**config.mk**
```make
export PLATFORM = sky130hd
export DESIGN_NAME = multi_source_pixel_compositor
export DESIGN_NICKNAME = d
export VERILOG_FILES = /design/src/design/mspc_pkg.sv /design/src/design/multi_source_pixel_compositor.sv /design/src/design/mspc_front.sv /design/src/design/mspc_queue.sv /design/src/design/mspc_divider.sv /design/src/design/mspc_back.sv
export SDC_FILE = /design/constraint.sdc
export NUM_CORES = 1
export LEC_CHECK = 0
export BUFFER_PORTS_ARGS = -buffer_cell sky130_fd_sc_hd__buf_2
export CORE_ASPECT_RATIO = 1.1
export CORE_MARGIN = 4
export CORE_UTILIZATION = 60
export DETAILED_ROUTE_END_ITERATION = 8
export HOLD_SLACK_MARGIN = 0.1
export PLACE_DENSITY = 0.78
export SYNTH_ARGS = -nofsm -noshare
export SYNTH_HDL_FRONTEND = slang
export SYNTH_HIERARCHICAL = 1
export SYNTH_SLANG_ARGS = --single-unit
```
**constraint.sdc**
```tcl
create_clock -name i_clk -period 6.05 [get_ports i_clk]
set_input_delay 0.605 -clock i_clk [delete_from_list [all_inputs] [get_ports i_clk]]
set_output_delay 0.605 -clock i_clk [all_outputs]
set_load 0.005 [all_outputs]
```
**src/design/mspc_pkg.sv**
```systemverilog
// Types and constants of the multi-source pixel compositor.
`timescale 1ns / 1ps
package mspc_pkg;

    localparam int VALUE_W = 8;
    localparam int DIST_W = 16;
    localparam int LDIST_W = DIST_W + 1;
    localparam int QUEUE_DEPTH = 2;
    localparam int QPTR_W = (QUEUE_DEPTH > 1) ? $clog2(QUEUE_DEPTH) : 1;
    localparam int QCNT_W = $clog2(QUEUE_DEPTH + 1);

    // Register indexes on the configuration port
    localparam logic [1:0] CFG_METHOD = 2'd0;
    localparam logic [1:0] CFG_NODATA = 2'd1;
    localparam logic [1:0] CFG_UNDETECT = 2'd2;

    // Sample classes
    localparam logic [1:0] CLASS_NODATA = 2'd0;
    localparam logic [1:0] CLASS_UNDETECT = 2'd1;
    localparam logic [1:0] CLASS_DATA = 2'd2;

    typedef enum logic [2:0] {
        METHOD_FIRST   = 3'd0,
        METHOD_AVERAGE = 3'd1,
        METHOD_MINIMUM = 3'd2,
        METHOD_MAXIMUM = 3'd3,
        METHOD_NEAREST = 3'd4
    } t_method;

    typedef struct packed {
        t_method              method;
        logic [VALUE_W-1:0]   nodata;
        logic [VALUE_W-1:0]   undetect;
    } t_cfg;

    typedef enum logic [1:0] {
        KIND_SKIP  = 2'd0,
        KIND_UNDET = 2'd1,
        KIND_DATA  = 2'd2
    } t_kind;

    // One classified word travelling from front to back
    typedef struct packed {
        t_kind                kind;
        logic [VALUE_W-1:0]   value;
        logic [DIST_W-1:0]    distance;
        logic                 last;
    } t_op;

    typedef enum logic [1:0] {
        ST_IDLE   = 2'd0,
        ST_DIVIDE = 2'd1,
        ST_EMIT   = 2'd2
    } t_back_state;

    function automatic logic is_data(input logic [VALUE_W-1:0] v,
                                     input logic [VALUE_W-1:0] nodata,
                                     input logic [VALUE_W-1:0] undetect);
        return (v != nodata) && (v != undetect);
    endfunction

endpackage

```
**src/design/multi_source_pixel_compositor.sv**
```systemverilog
// Top level of the multi-source pixel compositor.
//
// Input channel: one source sample per word (class, value, distance, distance
// flag, last-source mark), taken when push is high and full is low.
// Result channel: one composited byte per pixel, shown while empty is low and
// taken when pop is high. Config: i_cfg_we writes i_cfg_data to register
// i_cfg_index (0 method, 1 nodata code, 2 undetect code) at once.
// A last sample passes through the front register and the queue to the result
// register; under the average method a data sample also waits on the divider.
// Throughput: the back end takes one queued word per cycle in its idle state;
// a data sample under the average method holds it while the bit-serial divider
// recomputes the average, and a full result register can hold it as well.
// Reset clears the front register, the queue, the result register and the
// configuration; the next sample starts a new pixel.
// A stalled receiver keeps its result on the ports; the back end then waits
// on the next finished pixel, the two-word queue fills and full rises.
`timescale 1ns / 1ps
module multi_source_pixel_compositor
    import mspc_pkg::*;
#(
    parameter int MAX_SOURCES = 16
) (
    input  logic               i_clk,
    input  logic               i_rst_n,
    input  logic               push,
    output logic               full,
    input  logic [1:0]         i_sample_class,
    input  logic [VALUE_W-1:0] i_sample_value,
    input  logic [DIST_W-1:0]  i_distance_value,
    input  logic               i_distance_present,
    input  logic               i_last_source,
    output logic               empty,
    input  logic               pop,
    output logic [VALUE_W-1:0] o_pixel_value,
    input  logic               i_cfg_we,
    input  logic [1:0]         i_cfg_index,
    input  logic [VALUE_W-1:0] i_cfg_data
);

    t_cfg r_cfg;
    logic front_valid;
    t_op  front_op;
    logic q_full;
    logic q_valid;
    t_op  q_op;
    logic q_pop;

    // out-of-range method codes in the low three bits are dropped
    always_ff @(posedge i_clk) begin
        if (!i_rst_n) begin
            r_cfg.method <= METHOD_FIRST;
            r_cfg.nodata <= '0;
            r_cfg.undetect <= '0;
        end else if (i_cfg_we) begin
            if (i_cfg_index == CFG_METHOD) begin
                if (i_cfg_data[2:0] <= METHOD_NEAREST) begin
                    r_cfg.method <= t_method'(i_cfg_data[2:0]);
                end
            end else if (i_cfg_index == CFG_NODATA) begin
                r_cfg.nodata <= i_cfg_data;
            end else if (i_cfg_index == CFG_UNDETECT) begin
                r_cfg.undetect <= i_cfg_data;
            end
        end
    end

    mspc_front u_front (
        .i_clk              (i_clk),
        .i_rst_n            (i_rst_n),
        .i_push             (push),
        .o_full             (full),
        .i_sample_class     (i_sample_class),
        .i_sample_value     (i_sample_value),
        .i_distance_value   (i_distance_value),
        .i_distance_present (i_distance_present),
        .i_last_source      (i_last_source),
        .i_method           (r_cfg.method),
        .o_valid            (front_valid),
        .o_op               (front_op),
        .i_q_full           (q_full)
    );

    mspc_queue u_queue (
        .i_clk   (i_clk),
        .i_rst_n (i_rst_n),
        .i_wr    (front_valid),
        .i_op    (front_op),
        .o_full  (q_full),
        .i_rd    (q_pop),
        .o_valid (q_valid),
        .o_op    (q_op)
    );

    mspc_back #(
        .MAX_SOURCES (MAX_SOURCES)
    ) u_back (
        .i_clk         (i_clk),
        .i_rst_n       (i_rst_n),
        .i_cfg         (r_cfg),
        .i_q_valid     (q_valid),
        .i_q_op        (q_op),
        .o_q_pop       (q_pop),
        .i_pop         (pop),
        .o_empty       (empty),
        .o_pixel_value (o_pixel_value)
    );

endmodule

```
**src/design/mspc_front.sv**
```systemverilog
// Front stage: accepts samples and classifies them into operations.
`timescale 1ns / 1ps
module mspc_front
    import mspc_pkg::*;
(
    input  logic               i_clk,
    input  logic               i_rst_n,
    input  logic               i_push,
    output logic               o_full,
    input  logic [1:0]         i_sample_class,
    input  logic [VALUE_W-1:0] i_sample_value,
    input  logic [DIST_W-1:0]  i_distance_value,
    input  logic               i_distance_present,
    input  logic               i_last_source,
    input  t_method            i_method,
    output logic               o_valid,
    output t_op                o_op,
    input  logic               i_q_full
);

    logic r_valid;
    t_op  r_op;
    t_op  n_op;
    logic take;
    logic give;

    assign give = r_valid && !i_q_full;
    assign take = i_push && !o_full;
    assign o_full = r_valid && i_q_full;
    assign o_valid = r_valid;
    assign o_op = r_op;

    always_comb begin
        n_op.value = i_sample_value;
        n_op.distance = i_distance_value;
        n_op.last = i_last_source;
        // nearest method drops data words that carry no distance
        if (i_sample_class == CLASS_DATA) begin
            if (i_method == METHOD_NEAREST && !i_distance_present) begin
                n_op.kind = KIND_SKIP;
            end else begin
                n_op.kind = KIND_DATA;
            end
        end else if (i_sample_class == CLASS_UNDETECT) begin
            n_op.kind = KIND_UNDET;
        end else begin
            n_op.kind = KIND_SKIP;
        end
    end

    always_ff @(posedge i_clk) begin
        if (!i_rst_n) begin
            r_valid <= 1'b0;
        end else if (take) begin
            r_valid <= 1'b1;
        end else if (give) begin
            r_valid <= 1'b0;
        end
    end

    always_ff @(posedge i_clk) begin
        if (take) begin
            r_op <= n_op;
        end
    end

endmodule

```
**src/design/mspc_queue.sv**
```systemverilog
// Short FIFO of classified operations between front and back.
`timescale 1ns / 1ps
module mspc_queue
    import mspc_pkg::*;
(
    input  logic i_clk,
    input  logic i_rst_n,
    input  logic i_wr,
    input  t_op  i_op,
    output logic o_full,
    input  logic i_rd,
    output logic o_valid,
    output t_op  o_op
);

    t_op               r_mem [QUEUE_DEPTH];
    logic [QPTR_W-1:0] r_wptr;
    logic [QPTR_W-1:0] r_rptr;
    logic [QCNT_W-1:0] r_count;
    logic              wr_en;
    logic              rd_en;

    assign o_full = (r_count == QCNT_W'(QUEUE_DEPTH));
    assign o_valid = (r_count != '0);
    assign o_op = r_mem[r_rptr];
    assign wr_en = i_wr && !o_full;
    assign rd_en = i_rd && o_valid;

    function automatic logic [QPTR_W-1:0] bump(input logic [QPTR_W-1:0] p);
        if (p == QPTR_W'(QUEUE_DEPTH - 1)) begin
            return '0;
        end
        return p + QPTR_W'(1);
    endfunction

    always_ff @(posedge i_clk) begin
        if (!i_rst_n) begin
            r_wptr <= '0;
            r_rptr <= '0;
            r_count <= '0;
        end else begin
            if (wr_en) begin
                r_wptr <= bump(r_wptr);
            end
            if (rd_en) begin
                r_rptr <= bump(r_rptr);
            end
            if (wr_en && !rd_en) begin
                r_count <= r_count + QCNT_W'(1);
            end else if (rd_en && !wr_en) begin
                r_count <= r_count - QCNT_W'(1);
            end
        end
    end

    always_ff @(posedge i_clk) begin
        if (wr_en) begin
            r_mem[r_wptr] <= i_op;
        end
    end

endmodule

```
**src/design/mspc_divider.sv**
```systemverilog
// Restoring divider for the running average, one quotient bit per cycle.
`timescale 1ns / 1ps
module mspc_divider
    import mspc_pkg::*;
#(
    parameter int DIVISOR_W = 5
) (
    input  logic                         i_clk,
    input  logic                         i_rst_n,
    input  logic                         i_start,
    input  logic [DIVISOR_W+VALUE_W-1:0] i_dividend,
    input  logic [DIVISOR_W-1:0]         i_divisor,
    output logic                         o_last_step,
    output logic [VALUE_W-1:0]           o_quotient
);

    localparam int STEP_W = $clog2(VALUE_W);

    logic                 r_busy;
    logic [STEP_W-1:0]    r_step;
    logic [DIVISOR_W-1:0] r_rem;
    logic [DIVISOR_W-1:0] r_div;
    logic [VALUE_W-1:0]   r_quo;
    logic [DIVISOR_W:0]   shifted;
    logic [DIVISOR_W:0]   diff;
    logic                 ge;
    logic [DIVISOR_W-1:0] n_rem;
    logic [VALUE_W-1:0]   n_quo;

    // quotient is an average of bytes, so it fits VALUE_W bits and the
    // dividend's upper part starts below the divisor
    assign shifted = {r_rem, r_quo[VALUE_W-1]};
    assign ge = (shifted >= {1'b0, r_div});
    assign diff = shifted - {1'b0, r_div};
    assign n_rem = ge ? diff[DIVISOR_W-1:0] : shifted[DIVISOR_W-1:0];
    assign n_quo = {r_quo[VALUE_W-2:0], ge};
    assign o_last_step = r_busy && (r_step == STEP_W'(VALUE_W - 1));
    assign o_quotient = n_quo;

    always_ff @(posedge i_clk) begin
        if (!i_rst_n) begin
            r_busy <= 1'b0;
            r_step <= '0;
        end else if (i_start) begin
            r_busy <= 1'b1;
            r_step <= '0;
        end else if (r_busy) begin
            r_step <= r_step + STEP_W'(1);
            if (o_last_step) begin
                r_busy <= 1'b0;
            end
        end
    end

    always_ff @(posedge i_clk) begin
        if (i_start) begin
            r_rem <= i_dividend[DIVISOR_W+VALUE_W-1:VALUE_W];
            r_quo <= i_dividend[VALUE_W-1:0];
            r_div <= i_divisor;
        end else if (r_busy) begin
            r_rem <= n_rem;
            r_quo <= n_quo;
        end
    end

endmodule

```
**src/design/mspc_back.sv**
```systemverilog
// Back stage: per-pixel accumulation, averaging and the result register.
`timescale 1ns / 1ps
module mspc_back
    import mspc_pkg::*;
#(
    parameter int MAX_SOURCES = 16
) (
    input  logic               i_clk,
    input  logic               i_rst_n,
    input  t_cfg               i_cfg,
    input  logic               i_q_valid,
    input  t_op                i_q_op,
    output logic               o_q_pop,
    input  logic               i_pop,
    output logic               o_empty,
    output logic [VALUE_W-1:0] o_pixel_value
);

    localparam int CNT_W = $clog2(MAX_SOURCES + 1);
    localparam int SUM_W = CNT_W + VALUE_W;

    t_back_state        r_state, n_state;
    logic               r_pixel_start, n_pixel_start;
    logic [VALUE_W-1:0] r_cur, n_cur;
    logic [VALUE_W-1:0] r_least, n_least;
    logic [VALUE_W-1:0] r_great, n_great;
    logic [SUM_W-1:0]   r_sum, n_sum;
    logic [CNT_W-1:0]   r_cnt, n_cnt;
    logic [LDIST_W-1:0] r_dist, n_dist;
    logic               r_first, n_first;
    logic               r_last, n_last;
    logic               r_out_valid, n_out_valid;
    logic [VALUE_W-1:0] r_out_value, n_out_value;

    logic [VALUE_W-1:0] eff_cur, eff_least, eff_great;
    logic [SUM_W-1:0]   eff_sum;
    logic [CNT_W-1:0]   eff_cnt;
    logic [LDIST_W-1:0] eff_dist;
    logic               eff_first;
    logic               out_free;
    logic               div_start;
    logic               div_last_step;
    logic [VALUE_W-1:0] div_quotient;

    // a new pixel reads as freshly cleared state
    assign eff_cur = r_pixel_start ? i_cfg.nodata : r_cur;
    assign eff_least = r_pixel_start ? i_cfg.nodata : r_least;
    assign eff_great = r_pixel_start ? i_cfg.nodata : r_great;
    assign eff_sum = r_pixel_start ? '0 : r_sum;
    assign eff_cnt = r_pixel_start ? '0 : r_cnt;
    assign eff_dist = r_pixel_start ? '1 : r_dist;
    assign eff_first = r_pixel_start ? 1'b0 : r_first;

    assign out_free = !r_out_valid || i_pop;
    assign o_empty = !r_out_valid;
    assign o_pixel_value = r_out_value;

    mspc_divider #(
        .DIVISOR_W (CNT_W)
    ) u_divider (
        .i_clk       (i_clk),
        .i_rst_n     (i_rst_n),
        .i_start     (div_start),
        .i_dividend  (n_sum),
        .i_divisor   (n_cnt),
        .o_last_step (div_last_step),
        .o_quotient  (div_quotient)
    );

    always_comb begin
        n_state = r_state;
        n_pixel_start = r_pixel_start;
        n_cur = r_cur;
        n_least = r_least;
        n_great = r_great;
        n_sum = r_sum;
        n_cnt = r_cnt;
        n_dist = r_dist;
        n_first = r_first;
        n_last = r_last;
        n_out_valid = r_out_valid && !i_pop;
        n_out_value = r_out_value;
        o_q_pop = 1'b0;
        div_start = 1'b0;

        unique case (r_state)
            ST_IDLE: begin
                if (i_q_valid) begin
                    o_q_pop = 1'b1;
                    n_pixel_start = 1'b0;
                    n_cur = eff_cur;
                    n_least = eff_least;
                    n_great = eff_great;
                    n_sum = eff_sum;
                    n_cnt = eff_cnt;
                    n_dist = eff_dist;
                    n_first = eff_first;
                    n_last = i_q_op.last;
                    // first method ignores everything after its hit
                    if (!(i_cfg.method == METHOD_FIRST && eff_first)) begin
                        if (i_q_op.kind == KIND_DATA) begin
                            unique case (i_cfg.method)
                                METHOD_FIRST: begin
                                    n_cur = i_q_op.value;
                                    n_first = 1'b1;
                                end
                                METHOD_AVERAGE: begin
                                    if (eff_cnt < CNT_W'(MAX_SOURCES)) begin
                                        n_sum = eff_sum + SUM_W'(i_q_op.value);
                                        n_cnt = eff_cnt + CNT_W'(1);
                                        div_start = 1'b1;
                                    end
                                end
                                METHOD_MINIMUM: begin
                                    if (!is_data(eff_least, i_cfg.nodata, i_cfg.undetect)
                                            || eff_least > i_q_op.value) begin
                                        n_least = i_q_op.value;
                                    end
                                    n_cur = n_least;
                                end
                                METHOD_MAXIMUM: begin
                                    if (!is_data(eff_great, i_cfg.nodata, i_cfg.undetect)
                                            || eff_great < i_q_op.value) begin
                                        n_great = i_q_op.value;
                                    end
                                    n_cur = n_great;
                                end
                                METHOD_NEAREST: begin
                                    if (LDIST_W'(i_q_op.distance) < eff_dist) begin
                                        n_dist = LDIST_W'(i_q_op.distance);
                                        n_cur = i_q_op.value;
                                    end
                                end
                                default: begin
                                end
                            endcase
                        end else if (i_q_op.kind == KIND_UNDET) begin
                            if (!is_data(eff_cur, i_cfg.nodata, i_cfg.undetect)) begin
                                n_cur = i_cfg.undetect;
                            end
                        end
                    end
                    if (div_start) begin
                        n_state = ST_DIVIDE;
                    end else if (i_q_op.last) begin
                        if (out_free) begin
                            n_out_valid = 1'b1;
                            n_out_value = n_cur;
                            n_pixel_start = 1'b1;
                        end else begin
                            n_state = ST_EMIT;
                        end
                    end
                end
            end
            ST_DIVIDE: begin
                if (div_last_step) begin
                    n_cur = div_quotient;
                    if (r_last) begin
                        if (out_free) begin
                            n_out_valid = 1'b1;
                            n_out_value = div_quotient;
                            n_pixel_start = 1'b1;
                            n_state = ST_IDLE;
                        end else begin
                            n_state = ST_EMIT;
                        end
                    end else begin
                        n_state = ST_IDLE;
                    end
                end
            end
            ST_EMIT: begin
                if (out_free) begin
                    n_out_valid = 1'b1;
                    n_out_value = r_cur;
                    n_pixel_start = 1'b1;
                    n_state = ST_IDLE;
                end
            end
            default: begin
                n_state = ST_IDLE;
            end
        endcase
    end

    always_ff @(posedge i_clk) begin
        if (!i_rst_n) begin
            r_state <= ST_IDLE;
            r_pixel_start <= 1'b1;
            r_out_valid <= 1'b0;
        end else begin
            r_state <= n_state;
            r_pixel_start <= n_pixel_start;
            r_out_valid <= n_out_valid;
        end
    end

    always_ff @(posedge i_clk) begin
        r_cur <= n_cur;
        r_least <= n_least;
        r_great <= n_great;
        r_sum <= n_sum;
        r_cnt <= n_cnt;
        r_dist <= n_dist;
        r_first <= n_first;
        r_last <= n_last;
        r_out_value <= n_out_value;
    end

endmodule

```
# Yosys cells after proc, flatten, opt, wreduce, memory -nomap -nowiden
# Memories as Yosys holds them, arrays and structs flattened. A register that Yosys moved wholly into a read port is not among the register bits.
# Index checks and enable logic that the tools add are counted.
dict set report word_totals {
  ff_bits 146
  mem_bits_rw 54
  in_bits 43
  out_inout_bits 10
  elab_cells 234
  memories 1
}
# memory depth word_bits read_ports rd_clocked_by_memory_dff write_ports line
set memory_table {}
lappend memory_table {u_queue.r_mem 2 27 1 1 1 mspc_queue.sv:16} ;# t_op r_mem [QUEUE_DEPTH];
dict set report classes {
  add_sub_neg 8
  order_cmp 6
  eq_ne 30
  muxes 115
  bitwise_logic 3
  n_reduce_logical 43
}
# operator count
set op_table {}
lappend op_table {{$mux 8} 28}
lappend op_table {{$mux 13} 7}
lappend op_table {{$mux 17} 5}
lappend op_table {{$mux 5} 10}
lappend op_table {{$ne 8x8->1} 6}
lappend op_table {{$mux 1} 47}
lappend op_table {{$pmux 8 s4} 1}
lappend op_table {{$mux 2} 12}
lappend op_table {{$pmux 8 s3} 1}
lappend op_table {{$lt 16x17->1} 1}
lappend op_table {{$pmux 8 s2} 1}
lappend op_table {{$add 13x8->13} 1}
lappend op_table {{$logic_and 1x1->1} 13}
lappend op_table {{$ne 2x1->1 const B} 6}
lappend op_table {{$eq 2x2->1 const B} 5}
lappend op_table {{$reduce_bool 2->1} 5}
lappend op_table {{$logic_not 1->1} 9}
lappend op_table {{$reduce_and 3->1} 3}
lappend op_table {{$reduce_and 9->1} 1}
lappend op_table {{$eq 2x1->1 const B} 4}
lappend op_table {{$gt 8x8->1} 1}
lappend op_table {{$lt 8x8->1} 1}
lappend op_table {{$reduce_and 4->1} 2}
lappend op_table {{$eq 3x2->1 const B} 2}
lappend op_table {{24 further kinds} 33}

# Longest topological paths before layout
dict set report depth {
  word_depth 14
  depth_mapped 17
}

# By module
# Netlist, hierarchy kept.
# mod instances cells_per_inst area_each_um2 seq_area_each_um2
set by_module_without_submodules {}
lappend by_module_without_submodules {mspc_back 1 662 6047.0 1971.9}
lappend by_module_without_submodules {mspc_queue 1 109 2182.1 1721.7}
lappend by_module_without_submodules {mspc_divider 1 99 1201.2 620.6}
lappend by_module_without_submodules {mspc_front 1 34 882.1 830.8}
lappend by_module_without_submodules {multi_source_pixel_compositor 1 64 738.2 380.4}

# Worst setup path after synthesis
# Ideal clock, no wire load.
dict set report synth_timing {
  path_type {reg2reg}
  start {reg u_back.r_pixel_start}
  end {reg u_back.u_divider.r_quo[7] (data pin)}
  setup_time_ns 0.260
  arrival_ns 3.333
  required_ns 5.790
  slack_ns 2.457
  stages_incl_launch_ff 17
  n_path_buf 5
  period_less_slack_ns 3.593
  path_cell_list {dfxtp_1 buf_6 buf_12 buf_6 clkbuf_1 buf_1 nor2b_1 ha_1 a21o_1 a21oi_1 o21bai_1 a21o_1 a21oi_1 o21ai_0 or2_2 a32o_1 mux2_2}
}
dict set report synth_via {
  elab_cells_between_ends 21
  classes_between {1 x add/sub; 1 x order compare; 18 x mux; 1 x reduce/logical}
}
# item line
set synth_lines {}
lappend synth_lines {{start: declaration} mspc_back.sv:23} ;# logic r_pixel_start, n_pixel_start;
lappend synth_lines {{start signal: assignment} mspc_back.sv:194} ;# r_pixel_start <= n_pixel_start;
lappend synth_lines {{$mux 13 or $mux 5 (tied branches)} {mspc_back.sv:49, mspc_back.sv:50}}
lappend synth_lines {{$add 13x8->13 or $lt 5x5->1 (tied branches)} {mspc_back.sv:109, mspc_back.sv:108}}
lappend synth_lines {{$mux 13} mspc_back.sv:108} ;# if (eff_cnt < CNT_W'(MAX_SOURCES)) begin
lappend synth_lines {{$mux 13} mspc_back.sv:102} ;# unique case (i_cfg.method)
lappend synth_lines {{$mux 13} mspc_back.sv:101} ;# if (i_q_op.kind == KIND_DATA) begin
lappend synth_lines {{$mux 13 (*)} mspc_back.sv:100} ;# if (!(i_cfg.method == METHOD_FIRST && eff_first)) begin
lappend synth_lines {{$mux 13 (*)} mspc_back.sv:88} ;# if (i_q_valid) begin
lappend synth_lines {{$mux 13 (*)} mspc_back.sv:86} ;# unique case (r_state)
lappend synth_lines {{named net u_back.n_sum[7]} mspc_back.sv:27} ;# logic [SUM_W-1:0] r_sum, n_sum;
lappend synth_lines {{$mux 8 (*)} mspc_divider.sv:56} ;# if (i_start) begin
lappend synth_lines {{end signal: assignment} mspc_divider.sv:58} ;# r_quo <= i_dividend[VALUE_W-1:0];
lappend synth_lines {{end signal: assignment} mspc_divider.sv:62} ;# r_quo <= n_quo;
lappend synth_lines {{end: declaration} mspc_divider.sv:23} ;# logic [VALUE_W-1:0] r_quo;
# The timed path passes the listed nets; every way through them passes the cells marked *. The select of a mux whose other input is x is not followed.
# A chain may end at the register's enable or synchronous reset.

==> results_dict.tcl <==
set metrics [dict create \
    outcome "finished, final reports clean" \
    clkLatencyLatePin_ns 0.50 \
    peakVddDrop_mv 0.2949 \
    hold_path_class "in -> reg" \
    synthMuxAreaShare_pct 8.277 \
    yosysUniqueCellTypes 94 \
    grt_pass1_wl_mm 39.99 \
    switching_power_mw 1.590 \
    row_count 51 \
    power-per-cell-area_mw_per_mm2 387.6 \
    setup-violations-final 0 \
    clock-root-buffer "clkbuf_16" \
    overflow 0 \
    postRouteAntennaNets 0 \
    cts.sinks 201 \
    wl_per_cell_um 20.02 \
    globalplace.congestion 0.9448 \
    die_area_mm2 0.02066 \
    fin_skew_ns 0.02352 \
    cts.htree.levels 1 \
    synth_area_per_cell_um2 11.42 \
    netlist_instances 968 \
    yosys.area_share.simple_pct 12.19 \
    start_kind "register" \
    ff2ff_path_depth 11 \
    seq_power_share_pct 41.8 \
    fillers 1361 \
    crit_required_ns 6.29 \
    synth_compound_area_share_pct 13.93 \
    initial_core_util_pct 61.85 \
    final_nets 1095 \
    cp_slowest_cell "o21ai_0" \
    sw_frac_of_total_pct 34.03 \
    cp_data_arrival_time_ns 4.34 \
    wirelength_mm 25.06 \
    cts_buffers 21 \
    viasPerCell 6.099 \
    path_class "reg -> reg" \
    synth-xor-area-share_pct 5.582 \
    vias 7636 \
    p_leak_nw 4.564 \
    path_cells "buf_4 -> mux2_2 -> ha_1 -> a21o_1 -> a21oi_1 -> a2bb2oi_1 -> a31oi_1 -> o21ai_0 -> o22ai_1 -> o31a_1 -> o22a_1" \
    syn_area_mm2 0.01105 \
    grt_pass1_vias 7664 \
    rsz0062_at_grt "no" \
    timing.rr.end "u_back/r_cur[2]$_DFFE_PP_" \
    path_buf_inv 1 \
    area_growth_pct 9.137 \
    antenna_found_initial 0 \
    worstPathMaxFanout 15 \
    core_area_mm2 0.01787 \
    synth-adder-area-share_pct 6.137 \
    dp_hpwl_mm 17.72 \
    die_y_um 150.3 \
    synth_top_family_by_area "compound AO/OA/AOI/OAI gates" \
    hold_path_end "u_front/o_op[18]$_DFFE_PP_" \
    setup_tns_ns 0 \
    dr.pass1.iters 6 \
    syn-num-nets 1064 \
    drc_errors 0 \
    hold_depth 1 \
    max_freq_ghz 0.2438 \
    cts_hold_buf 0 \
    ios 53 \
    port_buffers 52 \
    cts_tree "yes" \
    diodes 0 \
    clkPwrFrac_pct 26.3 \
    reg2reg_slack_ns 1.95 \
    power_mw 4.674 \
    min_from "i_sample_value[1]" \
    die_w_um 137.4 \
    slew-limit-headroom_pct 27.26 \
    ys_ff_latch 201 \
    timing.final.crit_share_pct 67.80 \
    utilization_pct 67.50 \
    drv_slew 0 \
    async_flop_share_pct 0 \
    drive_above_1_share_pct 18.24 \
    cp-end-kind "register" \
    cpPeakStageDelay_ns 0.67 \
    comb_power_share_pct 31.9 \
    layout_commonest_cell "edfxtp_1" \
    hold_viol_final 0 \
    synth_ff_type "edfxtp_1" \
    finalCriticalPeriod_ns 4.102 \
    mostFrequentLayoutCells "150 x edfxtp_1, 82 x nor2_1, 77 x a21oi_1" \
    maxCapViolCount 0 \
    worstMarginPinSlew_ns 1.091 \
    grt_use_total_pct 24.68 \
    post_cts_buffers 0 \
    power.internal_mw 3.084 \
    yosysWarnings 6 \
    clkSlewWorstSetupHoldPaths_ns 0.06 \
    grt_max_degree 37 \
    yosysSeqAreaShare_pct 50.00 \
    clock_path_buffers 3 \
    synth_edf_count 150 \
    drt-initial-drc-count 634 \
    crit_family "compound AO/OA/AOI/OAI gates" \
    cts_resized 0 \
]
## how the worst max path moves through the flow
stage / from / end / slack [ns] / depth (start not counted)
floorplan: u_back/r_pixel_start$_SDFFE_PN1P_ / u_back/u_divider/r_quo[7]$_DFFE_PP_ / 2.46 / 16
global placement: register / u_back/u_divider/r_quo[2]$_DFFE_PP_ / 2.03 / 7
detailed placement: register / u_back/u_divider/r_quo[1]$_DFFE_PP_ / 2.01 / 7
CTS: register / u_back/o_pixel_value[1]$_DFFE_PP_ / 1.99 / 11
global route: register / u_back/o_pixel_value[1]$_DFFE_PP_ / 1.71 / 11
finish: register / u_back/r_cur[2]$_DFFE_PP_ / 1.95 / 11
## through the flow
step / worst slack, ns / instances / cell area (µm²) / hold slack (ns)
final: 1.948 / 1252 / 12060 / 0.2711
after floorplan: 2.457 / 968 / 11050 / 0.4215
after global routing: 1.714 / 1252 / 12060 / 0.2601
after global placement: 2.026 / 1214 / 11390 / 0.4218
after CTS: 1.986 / 1252 / 12060 / 0.2568
after detailed placement: 2.009 / 1214 / 11390 / 0.4327
## cell type report
cell class,count,area [µm²],area share [%]
Inverter,35,131.4,1.089
Tap cell,238,297.8,2.469
Sequential cell,201,5527,45.82
Timing Repair Buffer,61,327.8,2.718
Clock buffer,26,564.3,4.679
Multi-Input combinational cell,679,5111,42.38
Clock inverter,12,101.3,0.8403
## power groups by stage
| stage | clock network [mW] | logic, mW | registers (mW) |
|---|---|---|---|
| 5_1_grt | 1.32 | 1.61 | 1.98 |
| 4_1_cts | 1.26 | 1.48 | 1.95 |
| 6_report | 1.23 | 1.49 | 1.95 |
| 3_5_place_dp | 0 | 1.46 | 1.98 |
| 3_3_place_gp | 0 | 1.43 | 1.97 |
| 2_1_floorplan | 0 | 1.15 | 1.90 |
## logic make-up after synthesis
logic type,count (synthesis)
fa+ha+maj,53
flops,201
xor+xnor,67
simple gates,256
compound gates,225
buf+inv,88
mux,78
## state kept, by name, indices dropped and copies added (netlist names), 13 cells and up, named ones only
register       flops
u_queue/r_mem     54
u_front/o_op      27
r_cfg             19
u_back/r_dist     17
u_back/r_sum      13
## synthesized netlist by cell type, types with 22 or more instances
library cell / instances / area share [%]
dfxtp_1: 51 / 9.2
o21ai_0: 27 / 1.2
a21oi_1: 77 / 3.5
nor2b_1: 37 / 2.1
nand4_1: 25 / 1.4
nor2_1: 82 / 2.8
nand2_1: 41 / 1.4
clkbuf_1: 28 / 0.95
xnor2_1: 46 / 3.6
edfxtp_1: 150 / 41
ha_1: 51 / 5.8
mux2_2: 39 / 4.0
inv_1: 32 / 1.1
mux2i_1: 22 / 2.0
## layer usage
metal,GRT usage (%),up-vias,wire [µm]
li1,-,3648,-
met1,31.71,3664,10300
met2,42.14,246,12440
met3,2.674,78,1192
met4,10.93,0,1134
met5,0,-,0
Note: power is estimated with default switching activity, not from simulation.
